$ cat src/rtl/core/fmfs_pkg.sv
`timescale 1ns / 1ps
// ----------------------------------------------------------------------------
// fmfs_pkg
// Shared types, constants and helpers for the Fourier mode field synthesiser.
// ----------------------------------------------------------------------------
package fmfs_pkg;

    localparam int DEF_MAX_MODES = 256;
    localparam int DEF_WAVE_BITS = 8;
    localparam int DEF_CNT_W     = 9;

    localparam int CORDIC_STEPS = 30;
    localparam int STEP_W       = 5;
    localparam logic signed [33:0] CORDIC_GAIN = 34'sd652032874;

    localparam logic [2:0] FUNC_LOAD_K    = 3'd0;
    localparam logic [2:0] FUNC_LOAD_A    = 3'd1;
    localparam logic [2:0] FUNC_LOAD_B    = 3'd2;
    localparam logic [2:0] FUNC_LOAD_COEF = 3'd3;
    localparam logic [2:0] FUNC_VELOCITY  = 3'd4;
    localparam logic [2:0] FUNC_FORCE     = 3'd5;
    localparam logic [2:0] FUNC_CLEAR     = 3'd6;

    localparam logic [1:0] PART_K    = 2'd0;
    localparam logic [1:0] PART_A    = 2'd1;
    localparam logic [1:0] PART_B    = 2'd2;
    localparam logic [1:0] PART_COEF = 2'd3;

    localparam logic [2:0] CFG_ENABLE     = 3'd0;
    localparam logic [2:0] CFG_ORIGIN_X   = 3'd1;
    localparam logic [2:0] CFG_ORIGIN_Y   = 3'd2;
    localparam logic [2:0] CFG_ORIGIN_Z   = 3'd3;
    localparam logic [2:0] CFG_INV_LEN_X  = 3'd4;
    localparam logic [2:0] CFG_INV_LEN_Y  = 3'd5;
    localparam logic [2:0] CFG_INV_LEN_Z  = 3'd6;
    localparam logic [2:0] CFG_FORCE_GAIN = 3'd7;

    typedef struct packed {
        logic       en;
        logic [1:0] part;
    } fmfs_wr_t;

    function automatic logic [29:0] atan_turn(input logic [STEP_W-1:0] i);
        logic [29:0] r;
        begin
            case (i)
                5'd0:    r = 30'd536870912;
                5'd1:    r = 30'd316933406;
                5'd2:    r = 30'd167458907;
                5'd3:    r = 30'd85004756;
                5'd4:    r = 30'd42667331;
                5'd5:    r = 30'd21354465;
                5'd6:    r = 30'd10679838;
                5'd7:    r = 30'd5340245;
                5'd8:    r = 30'd2670163;
                5'd9:    r = 30'd1335087;
                5'd10:   r = 30'd667544;
                5'd11:   r = 30'd333772;
                5'd12:   r = 30'd166886;
                5'd13:   r = 30'd83443;
                5'd14:   r = 30'd41722;
                5'd15:   r = 30'd20861;
                5'd16:   r = 30'd10430;
                5'd17:   r = 30'd5215;
                5'd18:   r = 30'd2608;
                5'd19:   r = 30'd1304;
                5'd20:   r = 30'd652;
                5'd21:   r = 30'd326;
                5'd22:   r = 30'd163;
                5'd23:   r = 30'd81;
                5'd24:   r = 30'd41;
                5'd25:   r = 30'd20;
                5'd26:   r = 30'd10;
                5'd27:   r = 30'd5;
                5'd28:   r = 30'd3;
                5'd29:   r = 30'd1;
                default: r = 30'd0;
            endcase
            return r;
        end
    endfunction

    function automatic logic signed [31:0] sat32(input logic signed [65:0] v);
        logic signed [31:0] r;
        begin
            if (v > 66'sd2147483647)
                r = 32'sh7fffffff;
            else if (v < -66'sd2147483648)
                r = 32'sh80000000;
            else
                r = v[31:0];
            return r;
        end
    endfunction

endpackage

$ cat src/rtl/core/fmfs_cordic.sv
`timescale 1ns / 1ps
// ----------------------------------------------------------------------------
// fmfs_cordic
// Iterative rotation unit: cosine and sine of a phase in turns, one step a cycle.
// ----------------------------------------------------------------------------
module fmfs_cordic
(
    input  logic               clk,
    input  logic               rst_n,
    input  logic               start,
    input  logic [31:0]        phase,
    output logic               done,
    output logic signed [31:0] cos_out,
    output logic signed [31:0] sin_out
);

    logic                           busy_reg, busy_next;
    logic                           done_reg, done_next;
    logic [fmfs_pkg::STEP_W-1:0]    step_reg, step_next;
    logic [1:0]                     quad_reg, quad_next;
    logic signed [33:0]             x_reg, x_next;
    logic signed [33:0]             y_reg, y_next;
    logic signed [31:0]             z_reg, z_next;
    logic signed [33:0]             dx, dy;
    logic signed [31:0]             ang;

    always_comb
    begin
        busy_next = busy_reg;
        done_next = 1'b0;
        step_next = step_reg;
        quad_next = quad_reg;
        x_next    = x_reg;
        y_next    = y_reg;
        z_next    = z_reg;
        dx        = y_reg >>> step_reg;
        dy        = x_reg >>> step_reg;
        ang       = $signed({2'b00, fmfs_pkg::atan_turn(step_reg)});
        if (start)
        begin
            busy_next = 1'b1;
            step_next = '0;
            quad_next = phase[31:30];
            x_next    = fmfs_pkg::CORDIC_GAIN;
            y_next    = '0;
            z_next    = $signed({2'b00, phase[29:0]});
        end
        else if (busy_reg)
        begin
            if (z_reg >= 0)
            begin
                x_next = x_reg - dx;
                y_next = y_reg + dy;
                z_next = z_reg - ang;
            end
            else
            begin
                x_next = x_reg + dx;
                y_next = y_reg - dy;
                z_next = z_reg + ang;
            end
            if (step_reg == fmfs_pkg::STEP_W'(fmfs_pkg::CORDIC_STEPS - 1))
            begin
                busy_next = 1'b0;
                done_next = 1'b1;
            end
            else
            begin
                step_next = step_reg + 1'b1;
            end
        end
    end

    always_ff @(posedge clk or negedge rst_n)
    begin
        if (!rst_n)
        begin
            busy_reg <= 1'b0;
            done_reg <= 1'b0;
            step_reg <= '0;
            quad_reg <= '0;
            x_reg    <= '0;
            y_reg    <= '0;
            z_reg    <= '0;
        end
        else
        begin
            busy_reg <= busy_next;
            done_reg <= done_next;
            step_reg <= step_next;
            quad_reg <= quad_next;
            x_reg    <= x_next;
            y_reg    <= y_next;
            z_reg    <= z_next;
        end
    end

    logic signed [33:0] nx, ny;
    assign nx = -x_reg;
    assign ny = -y_reg;

    always_comb
    begin
        case (quad_reg)
            2'd0:
            begin
                cos_out = x_reg[31:0];
                sin_out = y_reg[31:0];
            end
            2'd1:
            begin
                cos_out = ny[31:0];
                sin_out = x_reg[31:0];
            end
            2'd2:
            begin
                cos_out = nx[31:0];
                sin_out = ny[31:0];
            end
            default:
            begin
                cos_out = y_reg[31:0];
                sin_out = nx[31:0];
            end
        endcase
    end

    assign done = done_reg;

endmodule

$ cat config.mk
export PLATFORM = sky130hd
export DESIGN_NAME = fmfs_cordic
export DESIGN_NICKNAME = d
export VERILOG_FILES = /design/src/rtl/core/fmfs_pkg.sv /design/src/rtl/core/fmfs_cordic.sv
export SDC_FILE = /design/constraint.sdc
export NUM_CORES = 1
export LEC_CHECK = 0
export BUFFER_PORTS_ARGS = -buffer_cell sky130_fd_sc_hd__clkbuf_2
export CAP_MARGIN = 0
export CORE_MARGIN = 4
export CORE_UTILIZATION = 44
export CTS_CLUSTER_SIZE = 40
export DETAILED_ROUTE_END_ITERATION = 8
export PLACE_DENSITY = 0.7
export SLEW_MARGIN = 20
export SYNTH_ARGS = -nofsm -noshare
export SYNTH_HDL_FRONTEND = slang
export SYNTH_SLANG_ARGS = --single-unit
$ cat constraint.sdc
create_clock -name clk -period 8.6 [get_ports clk]
set_input_delay 1.72 -clock clk [delete_from_list [all_inputs] [get_ports clk]]
set_output_delay 1.72 -clock clk [all_outputs]
set_load 0.01 [all_outputs]
==> impl_metrics.py <==
metrics = {
    "run_status": {
        "status": "finished clean",
    },
    "clock_network": {
        "cts_hold_buf": 0,
        "cts_made_buffers": 9,
        "clk_pin_slew_ps": 90,
        "clockRootBuffer": "clkbuf_16",
        "clk_latency_ps": 410,
        "h-tree-depth": 3,
        "clk_path_buf_depth": 2,
        "cts.sinks": 109,
        "cts_resized": 0,
        "tritoncts": "built",
        "postCtsSetupBuffers": 0,
    },
    "die": {
        "core_um2": 42130,
        "pin_count": 100,
        "start_util_pct": 44.66,
        "die_area_um2": 46130,
        "std_cell_rows": 75,
        "die-width_um": 214.8,
        "chipHeight_um": 214.8,
    },
    "finish": {
        "drive_above_1_share_pct": 13.25,
        "layout.nets": 2533,
        "syn2layout_area_growth_pct": 5.087,
        "nFillCells": 4223,
        "num_antenna_cells": 0,
        "final_cell_area_um2": 19770,
    },
    "synth": {
        "synth_seq_cells": 109,
        "synthFlopType": "dfrtp_1",
        "synthArstFlopShare_pct": 100.0,
        "synth_fp_nets": 2584,
        "synth_edf_count": 0,
        "synth.cell_area_um2": 18820,
        "seq_area_frac_synth_pct": 14.50,
        "yosysWarnings": 0,
        "synth_area_per_cell_um2": 7.718,
        "synth_cell_types": 88,
        "netlist_instances": 2438,
    },
    "placed_design": {
        "gp_congestion": 1.026,
        "postPlaceCellArea_um2": 19470,
        "dpl.hpwl_mm": 51.22,
        "post-place-ws_ps": 1391,
        "port_buffers": 99,
    },
    "routing": {
        "routed_wl_mm": 68.11,
        "first_pass_iters": 5,
        "vias": 19440,
        "vias_per_cell": 6.634,
        "routedWlPerCell_um": 23.24,
        "ant_nets": 0,
        "drt_iter0_markers": 1810,
        "drc": 0,
    },
    "worst_setup_path": {
        "worstSetupPathType": "register to register",
        "crit_fanout": 47,
        "slowest_stage": "dfrtp_4",
        "cp-start-kind": "register",
        "slowest_delay_ps": 840,
        "cp_data_required_time_ps": 8910,
        "end_kind": "register",
        "cp_top_family": "compound AO/OA/AOI/OAI gates",
        "crit_chain": "buf_4 -> mux4_2 -> mux4_2 -> a221o_1 -> a2111oi_4 -> nand4_1 -> or2_2 -> or2_2 -> o21ai_0 -> xnor2_1 -> ha_1 -> and2_1 -> and3_1 -> and3_1 -> a211o_1 -> a21o_1 -> a31oi_1 -> o21ai_0 -> a31oi_1 -> nor2b_1 -> a311o_1 -> a221oi_1",
        "arrival_ps": 7580,
        "worst-path-buf-inv": 1,
    },
    "sta": {
        "fin_hold_ws_ps": 589.1,
        "max_freq_mhz": 137.5,
        "skew_ps": 16.13,
        "layout_min_cycle_time_ps": 7273,
        "setup_viol": 0,
        "rsz0062_at_grt": "false",
        "finalHoldViolations": 0,
        "fin_crit_sh_pct": 84.57,
        "drv_slew": 0,
        "tightest_slew_ps": 927.5,
        "final.setup.tns_ps": 0,
        "slew_headroom_pct": 38.03,
        "finalWorstSetupSlack_ps": 1327,
    },
    "power_and_ir_drop": {
        "pwr-share-clk_pct": 4.7,
        "switching_share_pct": 53.45,
        "seqPwrFrac_pct": 14.7,
        "p_leak_nw": 8.343,
        "combPwrFrac_pct": 80.6,
        "internal_power_mw": 4.462,
        "netSwitchingPower_mw": 5.124,
        "power_density_nw_per_um2": 484.9,
        "power.total_mw": 9.587,
        "ir_drop_mv": 0.1919,
    },
    "global_route": {
        "overflow": 0,
        "grt_pass1_vias": 19270,
        "grt_first_pass_wirelength_mm": 106.1,
        "track_usage_pct": 28.40,
        "grt_antenna_before_repair": 0,
        "grt_max_degree": 92,
    },
    "job": {
        "max_cap_viol_count": 0,
    },
    "min_path": {
        "hp-class": "register to register",
    },
}
synth_stat cells (7+ instances only):
| master | n | share of area (%) |
|---|---|---|
| inv_1 | 58 | 1.2 |
| nor2_1 | 246 | 4.9 |
| nand2_1 | 235 | 4.7 |
| mux2_2 | 27 | 1.6 |
| mux2i_1 | 95 | 5.1 |
| dfrtp_1 | 109 | 14 |
| o31ai_1 | 24 | 0.96 |
| mux4_2 | 85 | 10 |
| a221oi_1 | 16 | 0.74 |
| buf_4 | 7 | 0.28 |
| or4_1 | 14 | 0.56 |
| o221ai_1 | 8 | 0.37 |
| ha_1 | 108 | 7.2 |
| nand4_1 | 12 | 0.40 |
| o211ai_1 | 10 | 0.40 |
| buf_1 | 37 | 0.74 |
| a32oi_1 | 9 | 0.42 |
| xnor2_1 | 151 | 7.0 |
| or2_2 | 24 | 0.80 |
| nor4_1 | 13 | 0.43 |
| a21o_1 | 42 | 1.7 |
| nand3_1 | 40 | 1.1 |
| buf_2 | 13 | 0.35 |
| xor2_1 | 77 | 3.6 |
| and2_1 | 13 | 0.43 |
| or3_1 | 31 | 1.0 |
| nor3_1 | 54 | 1.4 |
| o21a_1 | 26 | 1.0 |
| a31oi_1 | 25 | 0.83 |
| o21ai_0 | 178 | 4.7 |
| o21bai_1 | 20 | 0.80 |
| a211oi_1 | 43 | 1.7 |
| nand2b_1 | 28 | 0.93 |
| clkbuf_1 | 135 | 2.7 |
| and3_1 | 15 | 0.50 |
| nor2b_1 | 35 | 1.2 |
| a21boi_0 | 14 | 0.56 |
| a21oi_1 | 184 | 4.9 |
| o22ai_1 | 26 | 0.86 |
| a22oi_1 | 20 | 0.80 |
| a211o_1 | 15 | 0.70 |
stage by stage:
stage,cells,utilization (%)
2_1_floorplan,2438,-
3_3_place_gp,2915,46.20
3_5_place_dp,2915,46.20
4_1_cts,2931,46.93
5_1_grt,2931,46.93
6_report,2931,46.93
final timing paths:
kind	startpoint	end	depth (start not counted)	slack (ps)
min in group asynchronous	rst_n	z_reg[0]$_DFFE_PN0P_	1	1150
max in group asynchronous	rst_n	quad_reg[1]$_DFFE_PN0P_	2	6460
setup / recovery	step_reg[1]$_DFFE_PN0P_	x_reg[33]$_DFFE_PN0P_	22	1330
hold / removal	z_reg[30]$_DFFE_PN0P_	z_reg[30]$_DFFE_PN0P_	2	590
hold reg to reg	z_reg[30]$_DFFE_PN0P_	z_reg[30]$_DFFE_PN0P_	2	590
setup reg to reg	step_reg[1]$_DFFE_PN0P_	x_reg[33]$_DFFE_PN0P_	22	1330
placed cells by master (no fill, tap or decap), types with 77 or more instances in the layout:
cell        n
ha_1      108
mux4_2     85
clkbuf_2   97
a21oi_1   184
mux2i_1    95
dfrtp_1   100
nand2_1   235
xor2_1     77
o21ai_0   178
nor2_1    246
xnor2_1   151
cells by family (layout without fill, tap and decap cells):
family	count (synthesis)	count (layout)	share of synthesized area [%]
compound gates	732	732	25.12
xor+xnor	228	228	10.61
fa+ha+maj	111	111	7.501
buf+inv	257	211	5.553
flops	109	109	14.50
mux	207	207	16.84
simple gates	794	794	19.87
power groups by stage:
| stage | registers (mW) | clock network [mW] | logic, mW |
|---|---|---|---|
| floorplan | 0.909 | 0 | 6.30 |
| finish | 1.41 | 0.450 | 7.73 |
| global route | 1.42 | 0.484 | 8.59 |
| detailed placement | 1.37 | 0 | 7.60 |
| CTS | 1.37 | 0.464 | 7.65 |
| global placement | 1.36 | 0 | 7.42 |
worst register-to-register path, stage by stage (launching register included):
cell and delay, ps:
dfrtp_4 840, buf_4 640, mux4_2 450, mux4_2 490, a221o_1 450, a2111oi_4 290
nand4_1 200, or2_2 360, or2_2 310, o21ai_0 200, xnor2_1 150, ha_1 300
and2_1 200, and3_1 190, and3_1 180, a211o_1 270, a21o_1 180, a31oi_1 270
o21ai_0 220, a31oi_1 290, nor2b_1 100, a311o_1 360, a221oi_1 230
cell type report:
type	instances	area [um^2]	share of cell area, %
timing repair buffer	135	770.7	3.898
clock inverter	7	80.08	0.4050
clock buffer	9	225.2	1.139
multi-input combinational	2072	15050	76.11
tap	539	674.4	3.411
inverter	60	225.2	1.139
sequential	109	2749	13.90
layer usage:
metal | wire length [um] | GRT usage [%] | up-vias
li1 | - | - | 8889
met1 | 26210 | 34.27 | 9397
met2 | 32710 | 48.80 | 934
met3 | 5624 | 4.732 | 223
met4 | 3565 | 14.61 | 0
met5 | 0 | 0 | -
(Power assumes the default switching activity.)
